[src/rtl/rlfe_pkg.sv]
// Package for the RGB(W) LED fade envelope core.
// Holds the field widths, register indexes, opcodes and the beat structs.
// No dependencies.
package rlfe_pkg;

    localparam int TIME_BITS_DEF = 16;
    localparam int COLOUR_W      = 8;
    localparam int LEVEL_W       = 7;
    localparam int DELTA_W       = 8;
    localparam int PCT_W         = 7;
    localparam int CHAN_Q_W      = 9;
    localparam int CFG_INDEX_W   = 3;
    localparam int CFG_DATA_W    = 16;
    localparam int CFG_TIME_W    = 16;

    localparam logic [PCT_W-1:0]    PCT        = 7'd100;
    localparam logic [COLOUR_W-1:0] COLOUR_MAX = 8'hFF;

    localparam logic OP_START = 1'b0;
    localparam logic OP_TICK  = 1'b1;

    typedef enum logic [CFG_INDEX_W-1:0] {
        REG_BASE_RED   = 3'd0,
        REG_BASE_GREEN = 3'd1,
        REG_BASE_BLUE  = 3'd2,
        REG_MAX_LEVEL  = 3'd3,
        REG_RISE_TIME  = 3'd4,
        REG_FALL_TIME  = 3'd5,
        REG_WHITE_MODE = 3'd6
    } cfg_index_t;

    typedef struct packed {
        logic               opcode;
        logic [DELTA_W-1:0] tick_delta;
    } item_t;

    typedef struct packed {
        logic [COLOUR_W-1:0] red_out;
        logic [COLOUR_W-1:0] green_out;
        logic [COLOUR_W-1:0] blue_out;
        logic [COLOUR_W-1:0] white_out;
        logic                fading;
    } result_t;

endpackage

[src/rtl/rlfe_muldiv.sv]
// Bit-serial multiply then divide unit: q = (a * b) / d, one bit per cycle.
// Shift-add multiply over the B_W bits of b, then restoring division giving Q_W quotient bits.
// No dependencies; the quotient must fit in Q_W bits.
module rlfe_muldiv #(
    parameter int A_W = 8,
    parameter int B_W = 7,
    parameter int D_W = 7,
    parameter int Q_W = 9
) (
    input  logic           clk,
    input  logic           rst_n,
    input  logic           start,
    input  logic [A_W-1:0] a,
    input  logic [B_W-1:0] b,
    input  logic [D_W-1:0] d,
    output logic           done,
    output logic [Q_W-1:0] q
);

    localparam int P_W   = A_W + B_W;
    localparam int DS_W  = D_W + Q_W - 1;
    localparam int W     = (P_W > DS_W) ? P_W : DS_W;
    localparam int N_MAX = (B_W > Q_W) ? B_W : Q_W;
    localparam int CNT_W = (N_MAX > 2) ? $clog2(N_MAX) : 1;

    typedef enum logic [2:0] {
        MD_IDLE = 3'b001,
        MD_MUL  = 3'b010,
        MD_DIV  = 3'b100
    } md_state_t;

    md_state_t        state_reg;
    logic [CNT_W-1:0] cnt_reg;
    logic             done_reg;
    logic [W-1:0]     acc_reg;
    logic [W-1:0]     ash_reg;
    logic [B_W-1:0]   bsh_reg;
    logic [W-1:0]     dsh_reg;
    logic [Q_W-1:0]   q_reg;
    logic             ge;

    assign ge   = (acc_reg >= dsh_reg);
    assign done = done_reg;
    assign q    = q_reg;

    always_ff @(posedge clk or negedge rst_n)
    begin
        if (!rst_n)
        begin
            state_reg <= MD_IDLE;
            cnt_reg   <= '0;
            done_reg  <= 1'b0;
        end
        else
        begin
            done_reg <= 1'b0;
            case (state_reg)
                MD_IDLE:
                begin
                    if (start)
                    begin
                        state_reg <= MD_MUL;
                        cnt_reg   <= CNT_W'(B_W - 1);
                    end
                end
                MD_MUL:
                begin
                    if (cnt_reg == '0)
                    begin
                        state_reg <= MD_DIV;
                        cnt_reg   <= CNT_W'(Q_W - 1);
                    end
                    else
                    begin
                        cnt_reg <= cnt_reg - 1'b1;
                    end
                end
                MD_DIV:
                begin
                    if (cnt_reg == '0)
                    begin
                        state_reg <= MD_IDLE;
                        done_reg  <= 1'b1;
                    end
                    else
                    begin
                        cnt_reg <= cnt_reg - 1'b1;
                    end
                end
                default:
                begin
                    state_reg <= MD_IDLE;
                end
            endcase
        end
    end

    always_ff @(posedge clk)
    begin
        case (state_reg)
            MD_IDLE:
            begin
                if (start)
                begin
                    acc_reg <= '0;
                    ash_reg <= W'(a);
                    bsh_reg <= b;
                    dsh_reg <= W'(d) << (Q_W - 1);
                end
            end
            MD_MUL:
            begin
                if (bsh_reg[0])
                begin
                    acc_reg <= acc_reg + ash_reg;
                end
                ash_reg <= ash_reg << 1;
                bsh_reg <= bsh_reg >> 1;
            end
            MD_DIV:
            begin
                if (ge)
                begin
                    acc_reg <= acc_reg - dsh_reg;
                end
                q_reg   <= {q_reg[Q_W-2:0], ge};
                dsh_reg <= dsh_reg >> 1;
            end
            default:
            begin
                acc_reg <= acc_reg;
            end
        endcase
    end

endmodule

[src/rtl/rgb_led_fade_envelope_core.sv]
// Top level of the RGB(W) LED fade envelope core.
// Depends on rlfe_pkg and rlfe_muldiv.
//
// A start beat latches colour, peak level, fade times and white mode from the
// configuration registers and loads the rise and fall counters; a tick beat
// counts the rise counter down and then the fall counter, saturating at zero,
// and one result beat follows every item. A tick that changes the level
// passes through the level unit (multiply by the peak level and divide by the
// fade time, one bit per cycle), then the three channel units (multiply by
// the level and divide by one hundred). A start uses only the channel units
// and a tick while idle uses neither. Items are handled one at a time; the
// result register lets the next item in while a result awaits its taker.
module rgb_led_fade_envelope_core #(
    parameter int TIME_BITS = rlfe_pkg::TIME_BITS_DEF
) (
    input  logic                                clk,
    input  logic                                rst_n,
    input  logic                                item_valid,
    output logic                                item_ready,
    input  rlfe_pkg::item_t                     item,
    output logic                                result_valid,
    input  logic                                result_ready,
    output rlfe_pkg::result_t                   result,
    input  logic                                cfg_valid,
    output logic                                cfg_ready,
    input  logic [rlfe_pkg::CFG_INDEX_W-1:0]    cfg_index,
    input  logic [rlfe_pkg::CFG_DATA_W-1:0]     cfg_data
);

    localparam int CW = rlfe_pkg::COLOUR_W;
    localparam int LW = rlfe_pkg::LEVEL_W;
    localparam int QW = rlfe_pkg::CHAN_Q_W;

    typedef enum logic [3:0] {
        ST_IDLE  = 4'b0001,
        ST_LEVEL = 4'b0010,
        ST_CHAN  = 4'b0100,
        ST_EMIT  = 4'b1000
    } state_t;

    state_t state_reg;

    logic [CW-1:0]                   base_red_reg;
    logic [CW-1:0]                   base_green_reg;
    logic [CW-1:0]                   base_blue_reg;
    logic [LW-1:0]                   max_level_reg;
    logic [rlfe_pkg::CFG_TIME_W-1:0] rise_time_reg;
    logic [rlfe_pkg::CFG_TIME_W-1:0] fall_time_reg;
    logic                            white_mode_reg;

    logic [CW-1:0]        lat_r_reg;
    logic [CW-1:0]        lat_g_reg;
    logic [CW-1:0]        lat_b_reg;
    logic [LW-1:0]        lat_lvl_reg;
    logic                 lat_white_reg;
    logic [TIME_BITS-1:0] rise_base_reg;
    logic [TIME_BITS-1:0] fall_base_reg;
    logic [TIME_BITS-1:0] rise_left_reg;
    logic [TIME_BITS-1:0] fall_left_reg;
    logic                 rising_reg;

    logic [CW-1:0] red_now_reg;
    logic [CW-1:0] green_now_reg;
    logic [CW-1:0] blue_now_reg;
    logic [CW-1:0] white_now_reg;

    logic              result_valid_reg;
    rlfe_pkg::result_t result_reg;

    logic                 accept;
    logic                 is_start;
    logic                 rise_act;
    logic                 fall_act;
    logic [TIME_BITS-1:0] delta_ext;
    logic [TIME_BITS-1:0] rise_sub;
    logic [TIME_BITS-1:0] fall_sub;
    logic [TIME_BITS-1:0] rise_trunc;
    logic [TIME_BITS-1:0] fall_trunc;

    logic                 lvl_start;
    logic [TIME_BITS-1:0] lvl_a;
    logic [TIME_BITS-1:0] lvl_d;
    logic                 lvl_done;
    logic [LW-1:0]        lvl_q;

    logic          chan_start;
    logic [LW-1:0] chan_level;
    logic [CW-1:0] chan_a [3];
    logic [2:0]    chan_done;
    logic [QW-1:0] chan_q [3];
    logic [CW-1:0] sat [3];
    logic [CW-1:0] min_c;
    logic          emit_go;

    assign cfg_ready    = 1'b1;
    assign item_ready   = (state_reg == ST_IDLE);
    assign accept       = item_valid && item_ready;
    assign is_start     = (item.opcode == rlfe_pkg::OP_START);
    assign result_valid = result_valid_reg;
    assign result       = result_reg;

    assign delta_ext  = TIME_BITS'(item.tick_delta);
    assign rise_sub   = (rise_left_reg > delta_ext) ? rise_left_reg - delta_ext : '0;
    assign fall_sub   = (fall_left_reg > delta_ext) ? fall_left_reg - delta_ext : '0;
    assign rise_trunc = TIME_BITS'(rise_time_reg);
    assign fall_trunc = TIME_BITS'(fall_time_reg);
    assign rise_act   = (rise_left_reg != '0) && (rise_base_reg != '0);
    assign fall_act   = (fall_left_reg != '0) && (fall_base_reg != '0);

    assign lvl_start = accept && !is_start && (rise_act || fall_act);
    assign lvl_a     = rise_act ? rise_sub : fall_sub;
    assign lvl_d     = rise_act ? rise_base_reg : fall_base_reg;

    assign chan_start = (accept && is_start) || ((state_reg == ST_LEVEL) && lvl_done);

    always_comb
    begin
        if (state_reg == ST_LEVEL)
        begin
            chan_level = rising_reg ? (lat_lvl_reg - lvl_q) : lvl_q;
            chan_a[0]  = lat_r_reg;
            chan_a[1]  = lat_g_reg;
            chan_a[2]  = lat_b_reg;
        end
        else
        begin
            chan_level = (rise_trunc == '0) ? max_level_reg : '0;
            chan_a[0]  = base_red_reg;
            chan_a[1]  = base_green_reg;
            chan_a[2]  = base_blue_reg;
        end
    end

    rlfe_muldiv #(
        .A_W (TIME_BITS),
        .B_W (LW),
        .D_W (TIME_BITS),
        .Q_W (LW)
    ) u_level (
        .clk   (clk),
        .rst_n (rst_n),
        .start (lvl_start),
        .a     (lvl_a),
        .b     (lat_lvl_reg),
        .d     (lvl_d),
        .done  (lvl_done),
        .q     (lvl_q)
    );

    for (genvar c = 0; c < 3; c++)
    begin : g_chan
        rlfe_muldiv #(
            .A_W (CW),
            .B_W (LW),
            .D_W (rlfe_pkg::PCT_W),
            .Q_W (QW)
        ) u_chan (
            .clk   (clk),
            .rst_n (rst_n),
            .start (chan_start),
            .a     (chan_a[c]),
            .b     (chan_level),
            .d     (rlfe_pkg::PCT),
            .done  (chan_done[c]),
            .q     (chan_q[c])
        );

        assign sat[c] = (chan_q[c] > QW'(rlfe_pkg::COLOUR_MAX)) ?
                        rlfe_pkg::COLOUR_MAX : chan_q[c][CW-1:0];
    end

    always_comb
    begin
        min_c = sat[0];
        if (min_c > sat[2])
        begin
            min_c = sat[2];
        end
        if (min_c > sat[1])
        begin
            min_c = sat[1];
        end
    end

    assign emit_go = (state_reg == ST_EMIT) && (!result_valid_reg || result_ready);

    always_ff @(posedge clk or negedge rst_n)
    begin
        if (!rst_n)
        begin
            base_red_reg   <= rlfe_pkg::COLOUR_MAX;
            base_green_reg <= rlfe_pkg::COLOUR_MAX;
            base_blue_reg  <= rlfe_pkg::COLOUR_MAX;
            max_level_reg  <= rlfe_pkg::PCT;
            rise_time_reg  <= '0;
            fall_time_reg  <= '0;
            white_mode_reg <= 1'b0;
        end
        else if (cfg_valid && cfg_ready)
        begin
            case (cfg_index)
                rlfe_pkg::REG_BASE_RED:   base_red_reg   <= cfg_data[CW-1:0];
                rlfe_pkg::REG_BASE_GREEN: base_green_reg <= cfg_data[CW-1:0];
                rlfe_pkg::REG_BASE_BLUE:  base_blue_reg  <= cfg_data[CW-1:0];
                rlfe_pkg::REG_MAX_LEVEL:  max_level_reg  <= cfg_data[LW-1:0];
                rlfe_pkg::REG_RISE_TIME:  rise_time_reg  <= cfg_data;
                rlfe_pkg::REG_FALL_TIME:  fall_time_reg  <= cfg_data;
                rlfe_pkg::REG_WHITE_MODE: white_mode_reg <= cfg_data[0];
                default:                  white_mode_reg <= white_mode_reg;
            endcase
        end
    end

    always_ff @(posedge clk or negedge rst_n)
    begin
        if (!rst_n)
        begin
            state_reg        <= ST_IDLE;
            lat_r_reg        <= '0;
            lat_g_reg        <= '0;
            lat_b_reg        <= '0;
            lat_lvl_reg      <= '0;
            lat_white_reg    <= 1'b0;
            rise_base_reg    <= '0;
            fall_base_reg    <= '0;
            rise_left_reg    <= '0;
            fall_left_reg    <= '0;
            rising_reg       <= 1'b0;
            red_now_reg      <= '0;
            green_now_reg    <= '0;
            blue_now_reg     <= '0;
            white_now_reg    <= '0;
            result_valid_reg <= 1'b0;
        end
        else
        begin
            if (result_valid_reg && result_ready)
            begin
                result_valid_reg <= 1'b0;
            end
            case (state_reg)
                ST_IDLE:
                begin
                    if (accept && is_start)
                    begin
                        lat_r_reg     <= base_red_reg;
                        lat_g_reg     <= base_green_reg;
                        lat_b_reg     <= base_blue_reg;
                        lat_lvl_reg   <= max_level_reg;
                        lat_white_reg <= white_mode_reg;
                        rise_base_reg <= rise_trunc;
                        fall_base_reg <= fall_trunc;
                        rise_left_reg <= rise_trunc;
                        fall_left_reg <= fall_trunc;
                        state_reg     <= ST_CHAN;
                    end
                    else if (accept)
                    begin
                        if (rise_act)
                        begin
                            rise_left_reg <= rise_sub;
                            rising_reg    <= 1'b1;
                            state_reg     <= ST_LEVEL;
                        end
                        else if (fall_act)
                        begin
                            fall_left_reg <= fall_sub;
                            rising_reg    <= 1'b0;
                            state_reg     <= ST_LEVEL;
                        end
                        else
                        begin
                            state_reg <= ST_EMIT;
                        end
                    end
                end
                ST_LEVEL:
                begin
                    if (lvl_done)
                    begin
                        state_reg <= ST_CHAN;
                    end
                end
                ST_CHAN:
                begin
                    if (&chan_done)
                    begin
                        if (lat_white_reg)
                        begin
                            red_now_reg   <= sat[0] - min_c;
                            green_now_reg <= sat[1] - min_c;
                            blue_now_reg  <= sat[2] - min_c;
                            white_now_reg <= min_c;
                        end
                        else
                        begin
                            red_now_reg   <= sat[0];
                            green_now_reg <= sat[1];
                            blue_now_reg  <= sat[2];
                            white_now_reg <= '0;
                        end
                        state_reg <= ST_EMIT;
                    end
                end
                ST_EMIT:
                begin
                    if (emit_go)
                    begin
                        result_valid_reg <= 1'b1;
                        state_reg        <= ST_IDLE;
                    end
                end
                default:
                begin
                    state_reg <= ST_IDLE;
                end
            endcase
        end
    end

    always_ff @(posedge clk)
    begin
        if (emit_go)
        begin
            result_reg.red_out   <= red_now_reg;
            result_reg.green_out <= green_now_reg;
            result_reg.blue_out  <= blue_now_reg;
            result_reg.white_out <= white_now_reg;
            result_reg.fading    <= (rise_left_reg != '0) || (fall_left_reg != '0);
        end
    end

endmodule
[config.mk]
export PLATFORM = sky130hd
export DESIGN_NAME = rgb_led_fade_envelope_core
export DESIGN_NICKNAME = d
export VERILOG_FILES = /design/src/rtl/rlfe_pkg.sv /design/src/rtl/rlfe_muldiv.sv /design/src/rtl/rgb_led_fade_envelope_core.sv
export SDC_FILE = /design/constraint.sdc
export NUM_CORES = 1
export LEC_CHECK = 0
export BUFFER_PORTS_ARGS = -buffer_cell sky130_fd_sc_hd__buf_4
export CAP_MARGIN = 20
export CORE_MARGIN = 2
export CORE_UTILIZATION = 55
export CTS_CLUSTER_DIAMETER = 60
export CTS_CLUSTER_SIZE = 28
export DETAILED_ROUTE_END_ITERATION = 8
export PLACE_DENSITY = 0.74
export SLEW_MARGIN = 20
export SYNTH_ARGS = -nofsm -noshare
export SYNTH_HDL_FRONTEND = slang
export SYNTH_SLANG_ARGS = --single-unit
[constraint.sdc]
create_clock -name clk -period 13.1 [get_ports clk]
set_input_delay 0 -clock clk [delete_from_list [all_inputs] [get_ports clk]]
set_output_delay 0 -clock clk [all_outputs]
set_load 0.01 [all_outputs]
# After elaboration in Yosys (flattened, before gate mapping)
# Index checks and enable logic that the tools add are counted.
# totals
regBits	528
output_inout_bits	36
word_cells	323
# classes
n_addsub	18
n_lt_le_gt_ge	11
eq_ne	51
n_mux	107
n_bitwise	2
n_reduce_logical	74
# ops
op	n
15-bit case mux with 2 select lines	6
16-bit 2-to-1 mux	11
15-bit 2-to-1 mux	11
15-bit case mux with 3 select lines	3
23-bit 2-to-1 mux	5
23-bit case mux with 2 select lines	2
8-bit 2-to-1 mux	9
23-bit case mux with 3 select lines	1
16-bit nonzero test	4
4-bit 2-to-1 mux	14
7-bit case mux with 2 select lines	4
15-bit adder	3
15-bit greater-or-equal comparator	3
3-bit case mux with 3 select lines	5
15-bit subtractor	3
3-bit 2-to-1 mux	13
2-bit by 1-bit inequality test with 1-bit output, second input constant	18
4-bit case mux with 3 select lines	3
7-bit 2-to-1 mux	5
16-bit by 8-bit > comparator with 1-bit output	2
2-bit AND reduction	16
4-bit AND reduction	8
16-bit by 8-bit subtractor with 16-bit output	2
3-bit AND reduction	10
other kinds (30)	102

# Logic depth before layout (Yosys ltp)
# Gate-level depths: netlist of the first run.
# depth
depth_word	8
depth_mapped	28

# Hierarchy
# From an unflattened synthesis of the first run, not the netlist that was laid out.
# unflattened
hier_cells	3185
hier_area_um2	31052.3
# by_module_without_submodules
module	n_inst	cells_per_inst	area_each_um2	seq_area_each_um2
rgb_led_fade_envelope_core	1	1388	12893.6	5980.7
rlfe_muldiv at g_chan[0].u_chan ...	2	396	4110.2	2033.2
rlfe_muldiv at u_level	1	622	5915.7	2638.8
rlfe_muldiv at g_chan[2].u_chan	1	383	4022.6	2033.2

# Least setup slack after synthesis of the first run
# OpenSTA, ideal clock, no wires.
# synth_path
kind	reg-to-reg
start	register g_chan[2].u_chan.q_reg[8]
end	register blue_now_reg[7]
arrival_ns	5.574
t_required_ns	13.005
slack_ns	7.431
path_stages_with_launch	26
cell_sequence	edfxtp_1 > buf_2 > or2_2 > ha_1 > maj3_1 > o21ai_1 > a21o_1 > and2_1 > buf_2 > nor2_1 > a21oi_1 > ha_1 > a21o_1 > a21o_1 > o22ai_1 > nor2_1 > a21oi_1 > ha_1 > a21o_1 > a21o_1 > a21o_1 > a21o_1 > a31oi_1 > xor2_1 > nor3_1 > o31ai_1
# synth_via
elab_chain_len	8
# synth_rtl
item	line_no	source
from (decl)	rlfe_muldiv.sv:39	logic [Q_W-1:0] q_reg;
from (signal assigned)	rlfe_muldiv.sv:126	q_reg <= {q_reg[Q_W-2:0], ge};
9-bit by 8-bit > comparator with 1-bit output (*)	rgb_led_fade_envelope_core.sv:168	assign sat[c] = (chan_q[c] > QW'(rlfe_pkg::COLOUR_MAX)) ?
8-bit 2-to-1 mux (*)	rgb_led_fade_envelope_core.sv:168	
8-bit > comparator	rgb_led_fade_envelope_core.sv:175	if (min_c > sat[2])
8-bit 2-to-1 mux	rgb_led_fade_envelope_core.sv:175	
8-bit > comparator	rgb_led_fade_envelope_core.sv:179	if (min_c > sat[1])
8-bit 2-to-1 mux	rgb_led_fade_envelope_core.sv:179	
8-bit subtractor	rgb_led_fade_envelope_core.sv:292	blue_now_reg <= sat[2] - min_c;
8-bit 2-to-1 mux (*)	rgb_led_fade_envelope_core.sv:288	if (lat_white_reg)
to (signal assigned)	rgb_led_fade_envelope_core.sv:292	
to (signal assigned)	rgb_led_fade_envelope_core.sv:299	blue_now_reg <= sat[2];
to (decl)	rgb_led_fade_envelope_core.sv:64	logic [CW-1:0] blue_now_reg;
# Mark *: on every way between the ends. The rest lies on a longest branch, timed or not.
# A chain may end at the register's enable or synchronous reset.

# Worst setup path in the final report of the first run
# Same ends and word-level chain as after synthesis.

==> results of run 1 <==
[cell usage after synthesis, types with 22 or more instances]
| cell type | n | area (um^2) |
|---|---|---|
| o21ai_0 | 144 | 720.7 |
| inv_1 | 166 | 623.1 |
| xnor2_1 | 75 | 656.9 |
| nand2_1 | 432 | 1622 |
| nor2_1 | 270 | 1013 |
| xor2_1 | 75 | 656.9 |
| a21o_1 | 76 | 570.6 |
| dfstp_2 | 32 | 840.8 |
| edfxtp_1 | 298 | 8949 |
| nand3_1 | 29 | 145.1 |
| a31oi_1 | 38 | 237.7 |
| o22ai_1 | 53 | 331.6 |
| nand2b_1 | 32 | 200.2 |
| nor4_1 | 22 | 137.6 |
| dfrtp_1 | 197 | 4930 |
| and2_1 | 35 | 219.0 |
| a21oi_1 | 141 | 705.7 |
| mux2i_1 | 25 | 250.2 |
| ha_1 | 196 | 2452 |
| nor2b_1 | 25 | 156.4 |
| mux2_2 | 71 | 799.5 |
| clkbuf_1 | 85 | 319.1 |
| o21a_1 | 24 | 180.2 |
| nor3_1 | 42 | 210.2 |
[critical path, cell delays in order, from the launching register on]
cell and delay (ns):
edfxtp_1 0.54, or2_2 0.40, ha_1 0.19, maj3_1 0.35, o21ai_1 0.24, a21o_1 0.18, and2_1 0.40, mux2_2 0.43
ha_1 0.21, nor2b_1 0.10, o21ai_0 0.08, a21oi_1 0.13, o22ai_1 0.10, buf_4 0.21, a21oi_1 0.73, ha_1 0.38
a21o_1 0.19, a21o_1 0.19, a21o_1 0.19, a21o_1 0.19, a31oi_1 0.19, xor2_1 0.22, nor3_1 0.07, o31ai_1 0.23
[power groups by stage]
stage / sequential (uW) / combinational (uW) / clock (uW)
global placement: 2450 / 1870 / 0
global route: 2470 / 2210 / 1520
floorplan: 2360 / 1500 / 0
finish: 2440 / 2000 / 1440
detailed placement: 2460 / 1950 / 0
CTS: 2430 / 1980 / 1460
[layout make-up]
type	instances	area (um^2)
multi-input combinational	2115	13920
inverter	167	626.9
clock inverter	32	445.4
sequential	527	14720
tap	696	870.8
timing repair buffer	125	1023
fill	4362	20790
clock buffer	44	1101
[layer usage]
metal | GRT usage, % | vias to the layer above | part of all wire, %
met5 | 0 | - | 0
li1 | - | 10563 | -
met3 | 3.710 | 120 | 5.5
met1 | 35.13 | 10919 | 44
met4 | 7.836 | 0 | 2.6
met2 | 41.83 | 641 | 47
[how the worst max path moves through the flow]
stage,start,slack (ns),endpoint
5_1_grt,g_chan[2].u_chan.q[8],6.39,blue_now_reg[7]
6_report,g_chan[2].u_chan.q[8],6.85,blue_now_reg[7]
2_1_floorplan,g_chan[2].u_chan.q[8],7.43,blue_now_reg[7]
4_1_cts,g_chan[2].u_chan.q[8],6.88,blue_now_reg[7]
3_5_place_dp,g_chan[2].u_chan.q[8],6.89,blue_now_reg[7]
3_3_place_gp,g_chan[2].u_chan.q[8],7.00,blue_now_reg[7]
[cells by family (layout without fill, tap and decap cells)]
logic type | after synthesis | in the layout | synth area share [%]
buffers and inverters | 268 | 368 | 3.461
muxes | 96 | 96 | 3.546
DFF | 527 | 527 | 49.72
and+or+nand+nor | 990 | 990 | 15.01
xor gates and xnor gates | 150 | 150 | 4.438
AOI/OAI and AO/OA | 667 | 667 | 14.55
adders and majority gates | 211 | 211 | 9.264
other | 1 | 1 | 0.01267
[what timing repair did]
| action | in CTS | in global routing |
|---|---|---|
| endpoints found under the hold margin | 177 | 0 |
| resized for setup | 0 | 0 |
| hold buffers | 31 | 0 |
[stage by stage]
stage / instances / utilization [%] / area [um^2]
6_report: 3706 / 61.13 / 32700
5_1_grt: 3706 / 61.13 / 32700
4_1_cts: 3706 / 61.11 / 32690
3_5_place_dp: 3599 / 57.64 / 30830
3_3_place_gp: 3599 / 57.61 / 30820
2_1_floorplan: 2910 / - / 29600
==> summary.md, run 1 <==
| Metric | Value |
|---|---|
| DP HPWL | 51.20 mm |
| Part of the power in the clock network | around 25% |
| Power Density | around 180 nW/um^2 |
| Detailed Routing Iterations Pass 1 | 5 |
| Most frequent cells in the layout | nand2_1, edfxtp_1, nor2_1 |
| Initial antenna violation count | 0 |
| Remaining DRCs | 0 |
| CTS max path bufs | 3 |
| # port buffers | 67 |
| Req. time, crit path | ~14 ns |
| EDFF count, synth | ~300 |
| Vias/cell | ~6 |
| Worst R2R End | blue_now_reg[7] |
| Slew HR | around 26% |
| WL/cell | a little under 20 um |
| Gr ovfl total | 0 |
| Reg power frac | around two fifths |
| Warnings from Yosys | 0 |
| Final TNS setup | 0 ns |
| N_diodes | 0 |
| Combinational Power Share | between 30% and 40% |
| Starting Density | ~55% |
| Crit path launch type | register |
| Die Y | roughly 240 um |
| Worst path arrival time | roughly 6.8 ns |
| Syn_area_per_cell | ~10 um^2 |
| FF-to-FF Start | g_chan[2].u_chan.q[8] |
| Max Freq | 160.1 MHz |
| H-tree Lvls | 2 |
| Total CTS buffers | between 40 and 50 |
| Clock skew | about 0.019 ns |
| Via total after detailed routing | 22243 |
| Final Cycle Share | between 40% and 50% |
| Clk sinks | between 500 and 600 |
| Status | complete, no violations |
| Die W | approximately 240 um |
| R2r worst-path depth | 23 |
| RSZ-0062 raised after global routing | no |
| Total power | approximately 5900 uW |
| DRT Wirelength | just over 70 mm |
| Seq/Total Area, Yosys | around 50% |
| Standard-cell rows | 85 |
| GPL Wtd Cong | around 0.92 |
| Final Hold Viols | 0 |
| Clock root cell | clkbuf_16 |
| Tightest Hold Check Type | primary input to asynchronous set/reset pin |
| Area of the die | about 56000 um^2 |
| Worst-Margin Slew | approximately 1.1 ns |
| Max FO, Critical Path | 16 |
| Overall routing resource usage | between 20% and 30% |
| Pin count of the biggest net entering global routing | 110 |
| Synth async-reset ratio | a little over two fifths |
| Yosys cell types | 88 |
| Period minus WS final | ~6.2 ns |
| Setup bufs post-CTS | 0 |
| First-pass GRT wire length | ~120 mm |
| CTS tree | built |
| Worst-Skew Late Latency | ~0.6 ns |
| Syn_nets | around 3200 |
| Net Sw Power | 2177 uW |
| Yosys reg bits | 527 |
| P_leak | between 0.01 and 0.015 uW |
| Core area | around 53000 um^2 |
| Final ANT Viol Nets | 0 |
| Flop2flop setup slack | about 6.9 ns |
| Vias in the first global route | 22013 |
| Net Sw Frac | around 37% |
| Initial DRC count | 1951 |
| Hold_ws | 0.07631 ns |
| Int Pwr | 3693 uW |
| Post-Syn Area | just under 30000 um^2 |
| Setup WS post-layout | roughly 6.9 ns |
| Setup CP Type | register to register |
| Clk slew on worst S/H paths | about 0.090 ns |
| Final Slew Violations | 0 |
| Area growth from synthesis to layout | 10.47% |
| I/O pins | 69 |
| Mapped Cells | ~2900 |
| Max-cap violations | 0 |
| Setup violators final | 0 |
| Most common library cell in the layout ignoring fill and taps | nand2_1 |
| Peak supply drop | 0.1268 mV |
| Share of post-route cells with drive strength above 1 | 10.70% |
| # nets final | 3220 |
| Commonest register cell after synthesis | edfxtp_1 |
| Pre-CTS setup slack | around 6.9 ns |
| Crit path capture type | register |
No activity file was read; power rests on OpenSTA's default activity.
==> run 2, diff against run 1 <==
- clock period: 13.1 -> 6.2 ns (I/O delays scaled with it)
==> run 2 against run 1 <==
Clock-buffer cell count shrank 3. Critical path depth grew 2. First-iteration DRC count shrank 8.9%. Total power grew 110%. Via count grew 0.22%. Design area shrank 0.11%. Die area is the same. Sequential cell count is the same. Cell count is essentially flat. Sequential share of layout area grew 0.050 points.
==> summary.md, run 2 (same netlist as run 1, synthesis figures left out) <==
| Metric | Value |
|---|---|
| Final TNS setup | 0 ns (unchanged) |
| Slew HR | 27.17% (+1.2 points) |
| Overall routing resource usage | 25.71% (+0.24 points) |
| Setup violators final | 0 (unchanged) |
| Total power | 12230 uW (+110%) |
| Final Cycle Share | 92.72% (+45 points) |
| Final cell count without fillers | 3704 (-0.054%) |
| Tightest Hold Check Type | primary input to register |
| Placed Area | 30860 um^2 (about the same) |
| Crit path launch type | register |
| Setup bufs post-CTS | 0 (unchanged) |
| Standard-cell rows | 85 (unchanged) |
| Flop2flop setup slack | 0.45 ns (-6.40 ns) |
| Final Slew Violations | 0 (unchanged) |
| N_diodes | 0 (unchanged) |
| Worst R2R End | green_now_reg[7] |
| DRT Wirelength | 71.08 mm (-0.94%) |
| Die Y | 236.0 um (unchanged) |
| Most frequent cells in the layout | nand2_1, edfxtp_1, nor2_1 |
| Multi-input logic area | 13930 um^2 (about the same) |
| Reg area | 14720 um^2 (unchanged) |
| Hold EP | fall_left_reg[1] |
| Starting Density | 55.34% (unchanged) |
| Via total after detailed routing | 22293 (+0.22%) |
| Pin count of the biggest net entering global routing | 178 (+62%) |
| Filler cells | 4337 (-0.57%) |
| Remaining DRCs | 0 (unchanged) |
| Worst-Margin Slew | 1.085 ns (-0.01839 ns) |
| Worst-Skew Late Latency | 0.60 ns (about the same) |
| DP HPWL | 51.05 mm (-0.29%) |
| Power Density | 374.3 nW/um^2 (+110%) |
| Final Hold Viols | 0 (unchanged) |
| Initial DRC count | 1778 (-8.9%) |
| Pre-CTS setup slack | 0.4009 ns (-6.494 ns) |
| Max FO, Critical Path | 13 (-3) |
| Share of post-route cells with drive strength above 1 | 10.70% (about the same) |
| Placed cell count | 3601 (+0.056%) |
| Max-cap violations | 0 (unchanged) |
| Period minus WS final | 5.749 ns (-0.4987 ns) |
| Clk sinks | 527 (unchanged) |
| Req. time, crit path | 6.65 ns (-6.95 ns) |
| Die W | 236.0 um (unchanged) |
| Vias/cell | 6.019 (+0.28%) |
| WL/cell | 19.19 um (-0.89%) |
| Hold depth | 5 |
| GPL Wtd Cong | 0.9108 (-0.86%) |
| Setup WS post-layout | 0.4515 ns (-6.401 ns) |
| R2r worst-path depth | 25 (+8.7%) |
| Fin area | 32670 um^2 (-0.11%) |
| Total CTS buffers | 39 (-4.9%) |
| Area of the die | 55700 um^2 (unchanged) |
| Worst hold start | item[1] |
| Clock root cell | clkbuf_16 |
| CTS max path bufs | 3 (unchanged) |
| Core area | 53500 um^2 (unchanged) |
| Max Freq | 174.0 MHz (+8.7%) |
| Worst path arrival time | 6.20 ns (-0.55 ns) |
| Setup CP Type | register to register |
| Status | complete, no violations |
| Peak supply drop | 0.2444 mV (+93%) |
| Final ANT Viol Nets | 0 (unchanged) |
| # nets final | 3220 (unchanged) |
| Area growth from synthesis to layout | 10.35% |
| Gr ovfl total | 0 (unchanged) |
| Clock skew | 0.02662 ns (+0.007697 ns) |
| H-tree Lvls | 2 (unchanged) |
| FF-to-FF Start | g_chan[2].u_chan.q[8] |
| RSZ-0062 raised after global routing | no |
| P_leak | 0.01386 uW (-0.20%) |
| Crit path capture type | register |
| CTS tree | built |
| Vias in the first global route | 22136 (+0.56%) |
| I/O pins | 69 (unchanged) |
| Most common library cell in the layout ignoring fill and taps | nand2_1 |
| # port buffers | 67 (unchanged) |
| Detailed Routing Iterations Pass 1 | 6 (+1) |
| First-pass GRT wire length | 116.0 mm (+0.50%) |
| Initial antenna violation count | 0 (unchanged) |
| Clk slew on worst S/H paths | 0.10 ns (about the same) |
run 2: cell count changes in the layout (fill, tap and decap cells not counted), moves of 2 or more:
| cell | previous run | this run |
|---|---|---|
| clkbuf_16 | 44 | 40 |
| clkinv_4 | 3 | 0 |
| nor3_2 | 3 | 1 |
| clkinv_16 | 0 | 2 |
| inv_8 | 4 | 2 |
| inv_6 | 4 | 6 |
run 2: worst max-delay path by stage:
stage | cells past startpoint | slack (ns) | from | end
after detailed placement | 24 | 0.40 | g_chan[2].u_chan.q[8] | blue_now_reg[7]
after global routing | 26 | 0.006 | g_chan[2].u_chan.q[8] | green_now_reg[7]
after global placement | 24 | 0.38 | g_chan[2].u_chan.q[8] | blue_now_reg[7]
after floorplan | 25 | 0.53 | g_chan[2].u_chan.q[8] | blue_now_reg[7]
after CTS | 23 | 0.34 | g_chan[2].u_chan.q[8] | blue_now_reg[7]
final | 25 | 0.45 | g_chan[2].u_chan.q[8] | green_now_reg[7]
run 2: critical path, cell delays in order (launching register included):
cell      delay [ns]
edfxtp_1        0.53
or2_2           0.39
ha_1            0.19
maj3_1          0.35
o21ai_1         0.21
a21o_1          0.18
and2_2          0.29
nor2_1          0.08
a21oi_1         0.22
ha_1            0.29
a21o_1          0.16
a21o_1          0.17
o22ai_1         0.29
nor2_1          0.09
a21oi_1         0.36
buf_4           0.21
ha_1            0.21
nor2b_1         0.13
o21ai_0         0.27
a21boi_0        0.19
o21ai_0         0.19
nand2b_1        0.11
a21o_1          0.19
a21o_1          0.19
nand3_1         0.08
o211ai_1        0.08
run 2: cell type report:
type	instances	area share, %
sequential	527	45.06
multi-input combinational	2115	42.63
timing repair buffer	127	3.271
clock buffer	41	3.076
tap	696	2.666
inverter	167	1.919
clock inverter	31	1.379
run 2: stage by stage:
step | util [%] | hold slack [ns]
floorplan | - | -0.2956
global placement | 57.66 | -0.03675
detailed placement | 57.69 | -0.03984
CTS | 61.02 | 0.1022
global route | 61.07 | 0.1681
finish | 61.07 | 0.1149
run 2: repair_timing:
action,4_1_cts,5_1_grt
hold endpoints to repair,131,0
resized for setup,0,3
setup endpoints to repair,0,7
hold buffers,31,0
run 2: per-layer routing:
| layer | vias up | part of all wire [%] | track usage (%) |
|---|---|---|---|
| li1 | 10580 | - | - |
| met1 | 10854 | 45 | 35.66 |
| met2 | 722 | 47 | 41.49 |
| met3 | 137 | 5.8 | 3.546 |
| met4 | 0 | 3.1 | 9.361 |
| met5 | - | 0 | 0 |
run 2: power breakdown:
| part | switching, uW | leakage [uW] | total [uW] | internal, uW |
|---|---|---|---|---|
| Combinational | 2480 | 0.00766 | 4210 | 1720 |
| Sequential | 565 | 0.00550 | 5150 | 4580 |
| Clock | 1510 | 0.000702 | 2870 | 1360 |
